## src/hw/rtl/sfh_pkg.sv

```systemverilog
// ---------------------------------------------------------------------------
// sfh_pkg
// Shared types and mixing functions of the string hash unit.
// ---------------------------------------------------------------------------
package sfh_pkg;

    localparam int HASH_W  = 32;
    localparam int PEND_W  = 24;
    localparam int COUNT_W = 2;

    // pending-byte count at which the next byte completes a group
    localparam logic [COUNT_W-1:0] GROUP_FULL = 2'd3;
    localparam logic [COUNT_W-1:0] TAIL_THREE = 2'd3;
    localparam logic [COUNT_W-1:0] TAIL_TWO   = 2'd2;
    localparam logic [COUNT_W-1:0] TAIL_ONE   = 2'd1;

    typedef struct packed {
        logic [HASH_W-1:0]  hash;
        logic [PEND_W-1:0]  bytes;
        logic [COUNT_W-1:0] count;
    } sfh_snap_t;

    function automatic logic [HASH_W-1:0] sext8(input logic [7:0] b);
        return {{(HASH_W-8){b[7]}}, b};
    endfunction

    function automatic logic [HASH_W-1:0] mix_group(
        input logic [HASH_W-1:0] h_in,
        input logic [15:0]       lo16,
        input logic [15:0]       hi16
    );
        logic [HASH_W-1:0] h;
        logic [HASH_W-1:0] t;
        h = h_in + {16'd0, lo16};
        t = ({16'd0, hi16} << 11) ^ h;
        h = (h << 16) ^ t;
        h = h + (h >> 11);
        return h;
    endfunction

    function automatic logic [HASH_W-1:0] mix_tail(
        input logic [HASH_W-1:0]  h_in,
        input logic [PEND_W-1:0]  bytes,
        input logic [COUNT_W-1:0] count
    );
        logic [HASH_W-1:0] h;
        h = h_in;
        case (count)
            TAIL_THREE: begin
                h = h + {16'd0, bytes[15:0]};
                h = h ^ (h << 16);
                h = h ^ (sext8(bytes[23:16]) << 18);
                h = h + (h >> 11);
            end
            TAIL_TWO: begin
                h = h + {16'd0, bytes[15:0]};
                h = h ^ (h << 11);
                h = h + (h >> 17);
            end
            TAIL_ONE: begin
                h = h + sext8(bytes[7:0]);
                h = h ^ (h << 10);
                h = h + (h >> 1);
            end
            default: begin
                h = h_in;
            end
        endcase
        return h;
    endfunction

    // first half of the avalanche finish
    function automatic logic [HASH_W-1:0] aval_a(input logic [HASH_W-1:0] h_in);
        logic [HASH_W-1:0] h;
        h = h_in ^ (h_in << 3);
        h = h + (h >> 5);
        h = h ^ (h << 4);
        return h;
    endfunction

    // second half of the avalanche finish
    function automatic logic [HASH_W-1:0] aval_b(input logic [HASH_W-1:0] h_in);
        logic [HASH_W-1:0] h;
        h = h_in + (h_in >> 17);
        h = h ^ (h << 25);
        h = h + (h >> 6);
        return h;
    endfunction

endpackage

```

## src/hw/rtl/superfast_string_hash_unit.sv

```systemverilog
// Result: the hash appears on m_tdata once the last byte's transaction has passed
// the snapshot, tail, avalanche and output registers; other transactions give no result.
// Throughput: one byte per cycle unless the finish holds s_tready low; the group mix
// feeds the running-hash register directly, the finish is a snapshot/tail/aval/out pipeline.
// Reset: synchronous active-low aresetn clears the running hash, pending
// bytes and all pipeline valid flags.
// ---------------------------------------------------------------------------
// superfast_string_hash_unit
// Streaming 32-bit string hash, one key byte per transaction.
// ---------------------------------------------------------------------------
module superfast_string_hash_unit
    import sfh_pkg::*;
#(
    parameter int LENGTH_BITS = 16
) (
    input  logic        aclk,
    input  logic        aresetn,
    input  logic        s_tvalid,
    output logic        s_tready,
    input  logic [23:0] s_tdata,    // [7:0] key_byte, [23:8] key_len
    input  logic [1:0]  s_tuser,    // [0] byte_valid, [1] first_item
    input  logic        s_tlast,    // last_item
    output logic        m_tvalid,
    input  logic        m_tready,
    output logic [39:0] m_tdata     // [31:0] hash_value, [39:32] bucket_index
);

    localparam logic [32:0] LEN_MASK_W = (33'd1 << LENGTH_BITS) - 33'd1;
    localparam logic [HASH_W-1:0] LEN_MASK = LEN_MASK_W[HASH_W-1:0];

    logic [HASH_W-1:0]  hash_reg, hash_next;
    logic [PEND_W-1:0]  pend_reg, pend_next;
    logic [COUNT_W-1:0] cnt_reg,  cnt_next;

    logic [7:0]         key_byte;
    logic [15:0]        key_len;
    logic               byte_valid, first_item, last_item;
    logic               accept;
    logic               fin_ready;

    logic [HASH_W-1:0]  h0;
    logic [PEND_W-1:0]  p0;
    logic [COUNT_W-1:0] c0;
    sfh_snap_t          snap;

    assign key_byte   = s_tdata[7:0];
    assign key_len    = s_tdata[23:8];
    assign byte_valid = s_tuser[0];
    assign first_item = s_tuser[1];
    assign last_item  = s_tlast;

    assign s_tready = fin_ready;
    assign accept   = s_tvalid && s_tready;

    always_comb begin
        h0 = first_item ? ({16'd0, key_len} & LEN_MASK) : hash_reg;
        p0 = first_item ? '0 : pend_reg;
        c0 = first_item ? '0 : cnt_reg;
        snap.hash  = h0;
        snap.bytes = p0;
        snap.count = c0;
        if (byte_valid) begin
            if (c0 == GROUP_FULL) begin
                snap.hash  = mix_group(h0, p0[15:0], {key_byte, p0[23:16]});
                snap.bytes = '0;
                snap.count = '0;
            end else begin
                snap.bytes = p0 | ({16'd0, key_byte} << {c0, 3'b000});
                snap.count = c0 + 2'd1;
            end
        end
        // a finished key leaves the reset state behind
        if (last_item) begin
            hash_next = '0;
            pend_next = '0;
            cnt_next  = '0;
        end else begin
            hash_next = snap.hash;
            pend_next = snap.bytes;
            cnt_next  = snap.count;
        end
    end

    always_ff @(posedge aclk) begin
        if (!aresetn) begin
            hash_reg <= '0;
            pend_reg <= '0;
            cnt_reg  <= '0;
        end else if (accept) begin
            hash_reg <= hash_next;
            pend_reg <= pend_next;
            cnt_reg  <= cnt_next;
        end
    end

    sfh_finish u_finish (
        .aclk     (aclk),
        .aresetn  (aresetn),
        .in_valid (s_tvalid && last_item),
        .in_ready (fin_ready),
        .in_snap  (snap),
        .m_tvalid (m_tvalid),
        .m_tready (m_tready),
        .m_tdata  (m_tdata)
    );

    a_clear_after_last: assert property (@(posedge aclk) disable iff (!aresetn)
        accept && last_item |=> hash_reg == '0 && pend_reg == '0 && cnt_reg == '0)
        else $error("state not cleared after last byte");

    a_pend_clean: assert property (@(posedge aclk) disable iff (!aresetn)
        (cnt_reg == 2'd0 && pend_reg == '0) || (cnt_reg == 2'd1 && pend_reg[23:8] == '0)
        || (cnt_reg == 2'd2 && pend_reg[23:16] == '0) || cnt_reg == 2'd3)
        else $error("pending bytes hold data above their count");

    a_count_step: assert property (@(posedge aclk) disable iff (!aresetn)
        accept && byte_valid && !first_item && !last_item && cnt_reg != GROUP_FULL
        |=> cnt_reg == $past(cnt_reg) + 2'd1)
        else $error("pending count did not advance on a byte");

endmodule

```

## src/hw/rtl/sfh_finish.sv

```systemverilog
// ---------------------------------------------------------------------------
// sfh_finish
// Tail mix and avalanche finish of a completed key, in a stallable pipeline.
// ---------------------------------------------------------------------------
module sfh_finish
    import sfh_pkg::*;
(
    input  logic        aclk,
    input  logic        aresetn,
    input  logic        in_valid,
    output logic        in_ready,
    input  sfh_snap_t   in_snap,
    output logic        m_tvalid,
    input  logic        m_tready,
    output logic [39:0] m_tdata    // [31:0] hash_value, [39:32] bucket_index
);

    logic              snap_v_reg, tail_v_reg, aval_v_reg, out_v_reg;
    sfh_snap_t         snap_reg;
    logic [HASH_W-1:0] tail_reg;
    logic [HASH_W-1:0] aval_reg;
    logic [HASH_W-1:0] out_reg;

    logic ld_out, ld_aval, ld_tail, ld_snap;

    assign ld_out  = !out_v_reg  || m_tready;
    assign ld_aval = !aval_v_reg || ld_out;
    assign ld_tail = !tail_v_reg || ld_aval;
    assign ld_snap = !snap_v_reg || ld_tail;
    assign in_ready = ld_snap;

    always_ff @(posedge aclk) begin
        if (!aresetn) begin
            snap_v_reg <= 1'b0;
            tail_v_reg <= 1'b0;
            aval_v_reg <= 1'b0;
            out_v_reg  <= 1'b0;
        end else begin
            if (ld_snap) snap_v_reg <= in_valid;
            if (ld_tail) tail_v_reg <= snap_v_reg;
            if (ld_aval) aval_v_reg <= tail_v_reg;
            if (ld_out)  out_v_reg  <= aval_v_reg;
        end
    end

    always_ff @(posedge aclk) begin
        if (ld_snap) snap_reg <= in_snap;
        if (ld_tail) tail_reg <= mix_tail(snap_reg.hash, snap_reg.bytes, snap_reg.count);
        if (ld_aval) aval_reg <= aval_a(tail_reg);
        if (ld_out)  out_reg  <= aval_b(aval_reg);
    end

    assign m_tvalid = out_v_reg;
    assign m_tdata  = {out_reg[7:0], out_reg};

    a_snap_load: assert property (@(posedge aclk) disable iff (!aresetn)
        in_valid && in_ready |=> snap_v_reg)
        else $error("accepted key not captured in snapshot stage");

    a_snap_hold: assert property (@(posedge aclk) disable iff (!aresetn)
        snap_v_reg && !ld_tail |=> snap_v_reg && $stable(snap_reg))
        else $error("stalled snapshot lost or changed");

    a_aval_to_out: assert property (@(posedge aclk) disable iff (!aresetn)
        aval_v_reg && ld_out |=> out_v_reg)
        else $error("finished hash not moved to output");

endmodule

```

## config.mk

```make
export PLATFORM = sky130hd
export DESIGN_NAME = superfast_string_hash_unit
export DESIGN_NICKNAME = d
export VERILOG_FILES = /design/src/hw/rtl/sfh_pkg.sv /design/src/hw/rtl/superfast_string_hash_unit.sv /design/src/hw/rtl/sfh_finish.sv
export SDC_FILE = /design/constraint.sdc
export NUM_CORES = 1
export LEC_CHECK = 0
export ABC_AREA = 0
export BUFFER_PORTS_ARGS = -buffer_cell sky130_fd_sc_hd__buf_2
export CORE_MARGIN = 10
export CORE_UTILIZATION = 55
export DETAILED_ROUTE_END_ITERATION = 6
export GPL_TIMING_DRIVEN = 0
export PLACE_DENSITY = 0.68
export SYNTH_ARGS = -nofsm -noshare
export SYNTH_HDL_FRONTEND = slang
export SYNTH_SLANG_ARGS = --single-unit
```

## constraint.sdc

```tcl
create_clock -name aclk -period 8 [get_ports aclk]
set_input_delay 0.4 -clock aclk [delete_from_list [all_inputs] [get_ports aclk]]
set_output_delay 0.4 -clock aclk [all_outputs]
set_load 0.005 [all_outputs]
```

# Word-level counts from Yosys, hierarchy flattened
# Index checks and enable logic that the tools add are counted.
# W data, S select, Z words.
[word_totals]
regBits = 216
inputBits = 31
output_inout_bits = 42
[classes]
addsub = 11
n_eq_ne = 4
shift = 1
mux = 10
bitwise = 10
reduce_logical = 10
[ops]
columns = ["op", "count"]
rows = [
  ["$xor A32 B32 Y32", 8],
  ["$mux W32", 3],
  ["$pmux W32 S3", 1],
  ["$add A32 B15 Y32", 2],
  ["$add A32 B16 Y32", 2],
  ["$add A32 B21 Y32", 2],
  ["$mux W58", 1],
  ["$mux W24", 2],
  ["$add A32 B26 Y32", 1],
  ["$add A32 B27 Y32", 1],
  ["$add A32 B31 Y32", 1],
  ["$add A32 B32 Y32", 1],
  ["$xor A27 B32 Y32", 1],
  ["$mux W26", 1],
  ["$or A24 B24 Y24", 1],
  ["$shl A8 B5 Y24", 1],
  ["$eq A2 B2 Y1 const B", 3],
  ["$logic_not A1 Y1", 4],
  ["$logic_or A1 B1 Y1", 4],
  ["$mux W2", 2],
  ["$add A2 B1 Y2 const B", 1],
  ["$eq A2 B1 Y1 const B", 1],
  ["$logic_and A1 B1 Y1", 2],
]

# Logic depth before layout (Yosys ltp)
[logic_depth]
ltp_word = 8
mapped_depth = 29
mapped_depth_nobuf = 26

# Hierarchy
# Synthesis repeated with hierarchy kept, for this count alone.
[hier_totals]
cells_unflattened = 2457
hier_area_um2 = 22340.2
[modules_own_cells]
columns = ["mod", "n_inst", "cells_each", "area_per_inst_um2", "seq_area_each_um2"]
rows = [
  ["sfh_finish", 1, 1654, 16168.0, 4704.5],
  ["superfast_string_hash_unit", 1, 803, 6172.2, 1161.1],
]

# Worst setup path after synthesis
# OpenSTA, ideal clock, no wires.
[synth_path]
path_kind = "input-to-reg"
from = "input s_tuser[1]"
to = "register hash_reg[28]"
setup_time_ns = 0.116
t_arrival_ns = 6.377
setup_slack_ns = 1.507
cell_stages = 29
cell_sequence = "buf_4 buf_2 buf_1 buf_1 buf_1 mux2i_1 inv_1 ha_1 maj3_1 a21oi_1 o311ai_2 a31oi_1 o21a_1 xnor2_1 xor2_1 inv_1 fa_1 nand2b_1 a21oi_1 o211ai_1 o211ai_1 a31oi_1 o211ai_1 nand3_1 a21oi_1 and2_1 a311o_1 o211ai_1 a41o_1"
[synth_lines]
columns = ["element", "line", "source"]
rows = [
  ["start, declared", "superfast_string_hash_unit.sv:21", "input logic [1:0] s_tuser,"],
  ["end signal, assigned", "superfast_string_hash_unit.sv:90", "hash_reg <= hash_next;"],
  ["end, declared", "superfast_string_hash_unit.sv:31", "logic [HASH_W-1:0] hash_reg, hash_next;"],
]

# Worst setup path after layout
[layout_path]
from = "register u_finish.snap_reg[9] (netlist name)"
to = "register u_finish.tail_reg[25], data pin"
[layout_via]
elab_chain_cells = 5
word_cells_on_any_way = 10
classes_between = "add/sub (5); mux (1); bitwise (4)"
[layout_lines]
columns = ["element", "line", "source"]
rows = [
  ["start, declared", "sfh_finish.sv:19", "sfh_snap_t snap_reg;"],
  ["start signal, assigned", "sfh_finish.sv:47", "if (ld_snap) snap_reg <= in_snap;"],
  ["$add A32 B16 Y32", "sfh_pkg.sv:50, sfh_pkg.sv:56", ""],
  ["$xor A32 B32 Y32", "sfh_pkg.sv:51", "h = h ^ (h << 16);"],
  ["$xor A32 B32 Y32", "sfh_pkg.sv:52", "h = h ^ (sext8(bytes[23:16]) << 18);"],
  ["$add A32 B21 Y32", "sfh_pkg.sv:53", "h = h + (h >> 11);"],
  ["$pmux W32 S3 (*)", "sfh_pkg.sv:48", "case (count)"],
  ["end signal, assigned", "sfh_finish.sv:48", "if (ld_tail) tail_reg <= mix_tail(snap_reg.hash, snap_reg.bytes, snap_reg.count);"],
  ["end, declared", "sfh_finish.sv:20", "logic [HASH_W-1:0] tail_reg;"],
]
# Mark *: on every way between the ends. The rest lies on a longest branch, timed or not.
# A chain may end at the register's enable or synchronous reset.

==> flow_summary_export.csv <==
group,metric,value,unit
run_status,status,"complete, no violations",
timing,timing.fmax,0.134,GHz
synthesis,synth_compound_area_share,21.1,%
timing,fin_skew,23.3,ps
die,chipHeight,221,um
synthesis,synthCells,2466,
setup_path,critPathLaunchType,"register",
synthesis,synth_top_family_by_area,"compound AO/OA/AOI/OAI gates",
synthesis,synthMuxAreaShare,3.76,%
synthesis,synth_edf_count,154,
die,die_x,221,um
layout,largest_reg_flops,58,
global_routing,gr-total-overflow,0,
clock_tree,cts_root_buffer,"clkbuf_16",
clock_tree,cts_tree,"built",
detailed_routing,wl_met3,6440,um
global_routing,grt_first_pass_wirelength,109000,um
detailed_routing,routedLengthMet1,30800,um
clock_tree,worst_skew_pair.late_latency,550,ps
die,core,39900,sq um
layout,fillCellCount,3515,
pwr,power.density,521,nW/um^2
synthesis,synth_warnings,0,
timing,worst_slew_pin_slew,1420,ps
die,rows,73,
detailed_routing,wl_per_cell,23.7,um
synthesis,synth_ff_type,"edfxtp_1",
layout,nets,2811,
synthesis,yosys.cell_types.count,93,
layout,fin_area,24200,sq um
clock_tree,cts_max_level,1,
synthesis,ys_seq_elements,216,
setup_path,cp-end-kind,"register",
setup_path,ff2ff_path_depth,19,
setup_path,rrSetupSlack,520,ps
setup_path,arrival,7730,ps
layout,most-common-layout-cells,"xnor2_1, ha_1, a21oi_1, nor2_1, xor2_1",
setup_path,cp_slowest_cell,"edfxtp_1",
detailed_routing,vias_per_cell,6.37,
clock_tree,path_clk_slew,60,ps
detailed_routing,highest_layer,"met5",
setup_path,crit_type,"register to register",
pwr,peakVddDrop,0.000472,V
die,fp.dieArea,48900,sq um
timing,period_needed,7480,ps
detailed_routing,ant_nets,0,
worst_hold_path,hp-class,"primary input to register",
detailed_routing,dr_total_vias,19815,
synthesis,avgSynthCellArea,9.03,sq um
setup_path,crit_required,8260,ps
timing,rsz0062_at_grt,"no",
global_routing,grt_pass1_vias,18542,
synthesis,async_flop_share,0,%
synthesis,syn_nets,2710,
setup_path,crit_path_end,"u_finish.tail_reg[25]",
layout,multi_input_area,15800,sq um
clock_tree,clkSinkCount,216,
timing,hold_viol,0,
setup_path,worstPathMaxFanout,25,
synthesis,synthSimpleGateAreaFrac,15.8,%
pwr,total_power,12.6,mW
timing,timing.hold.ws,186,ps
clock_tree,clockBufferDepth,3,
detailed_routing,wl,73600,um
synthesis,synth_xor_area_share,17.8,%
detailed_routing,drt_iter0_markers,2055,
flow_run,maxCapViolCount,0,
setup_path,crit_path_max_incr_delay,1110,ps
pwr,leakagePower,10.3,nW
timing,fin_setup_tns,0,ps
global_routing,grt_max_degree,33,
setup_path,r2r-end,"u_finish.tail_reg[25]",
detailed_routing,wl_met2,33100,um
setup_path,cp_cell_sequence,"ha_1 -> buf_2 -> nand3_1 -> a21oi_1 -> a221o_1 -> a31oi_1 -> xnor2_1 -> inv_1 -> xnor2_1 -> ha_1 -> a21oi_1 -> a211oi_1 -> o211ai_1 -> a31oi_1 -> and4_1 -> clkbuf_1 -> nand3_1 -> xnor2_1 -> mux4_2",
clock_tree,cts_buffers,24,
synthesis,ys_seq_area_share,26.4,%
timing,finalCritPeriodShare,93.5,%
global_routing,antenna_found_initial,10,
layout,syn_to_final_growth,8.66,%
layout,final_layout_size_suffix_gt1_share,8.05,%
setup_path,path_common_cell,"xnor2_1",
timing,maxSlewViolCount,0,
layout,mostFrequentLayoutCell,"xnor2_1",
die,boundaryPins,73,
layout,seqCellArea,5870,sq um
placement,hpwl,60700,um
setup_path,r2r-start,"u_finish.snap_reg[9]",
placement,port_buffers,71,
clock_tree,post-cts-setup-buffers,0,
detailed_routing,post-route-drc-count,0,
synthesis,synth_area,22300,sq um
setup_path,crit_path_start,"u_finish.snap_reg[9]",
timing,setup_violations,0,
synthesis,synth_fa_ha_area_share,12.3,%
placement,place_congestion,1.03,
detailed_routing,drtPass1Iterations,5,
placement,placed_area,23400,sq um
die,initial_core_util,55.8,%
global_routing,grtUsageTotal,28.5,%
timing,maxSlewHeadroom,4.47,%
what timing repair did:
item	CTS	global route
endpoints found under the hold margin	0	0
cloned	0	0
setup endpoints to repair	9	10
resized for setup	1	3
hold buffers	0	0
per-stage QoR:
| step | util [%] | setup WS [ps] | instances |
|---|---|---|---|
| finish | 60.6 | 524 | 3111 |
| global route | 60.6 | 116 | 3110 |
| CTS | 60.6 | 410 | 3110 |
| detailed placement | 58.5 | -776 | 3067 |
| global placement | 58.3 | -660 | 3062 |
| floorplan | - | 1510 | 2466 |
cells in the mapped netlist, drive strengths merged (47+ instances only):
cell	instances	area, sq um
xnor2	252	2220
ha	205	2560
a21oi	200	1010
nor2	174	653
xor2	160	1420
edfxtp	154	4620
nand2	149	559
o21ai	105	526
nor2b	101	632
inv	89	334
a21o	88	661
dfxtp	62	1240
nand3	59	295
a22oi	56	420
clkbuf	50	188
nor3	47	235
worst max-delay path, delay by kind of cell (launching register included):
family | cells | cell delay (ps)
adders and majority gates | 2 | 640
and+or+nand+nor | 3 | 580
xor gates and xnor gates | 3 | 1630
AOI/OAI and AO/OA | 7 | 1880
DFF | 1 | 1110
buffers and inverters | 3 | 740
muxes | 1 | 600
per-layer routing:
metal,GRT usage [%],up-vias
li1,-,9253
met1,37.3,9482
met2,45.4,877
met3,5.40,197
met4,11.9,6
met5,0,-
cell type report:
cell class                 count  area share [%]
antenna                        1          0.0103
buffer                        70            1.29
clock buffer                  28            2.59
clock inverter                16           0.812
inverter                      90            1.40
multi-input combinational   2089            65.2
sequential                   216            24.3
tap                          525            2.72
timing repair buffer          76            1.78
where the power goes:
part,switching (mW),leakage (nW),internal (mW),total (mW)
registers,0.205,2.23,2.10,2.30
logic,5.36,7.71,3.80,9.16
clock network,0.476,0.383,0.667,1.14
total,6.05,10.3,6.56,12.6
worst min path at each step:
stage | cells past startpoint | end | slack (ps) | startpoint
6_report | 3 | u_finish.snap_v_reg | 190 | s_tvalid
5_1_grt | 3 | u_finish.snap_v_reg | 210 | s_tvalid
4_1_cts | 3 | u_finish.snap_v_reg | 170 | s_tvalid
3_5_place_dp | 2 | u_finish.tail_v_reg | 450 | u_finish.snap_v_reg
3_3_place_gp | 2 | u_finish.tail_v_reg | 450 | u_finish.snap_v_reg
2_1_floorplan | 2 | u_finish.tail_v_reg | 440 | u_finish.snap_v_reg
logic make-up (layout without fill, tap and decap cells):
kind of cell / Yosys count / count (layout)
simple gates: 698 / 698
fa+ha+maj: 214 / 214
other cells: 0 / 1
buf+inv: 161 / 280
mux: 51 / 51
flops: 216 / 216
xor+xnor: 426 / 426
compound gates: 700 / 700
Power figures use the tool's default switching activity.
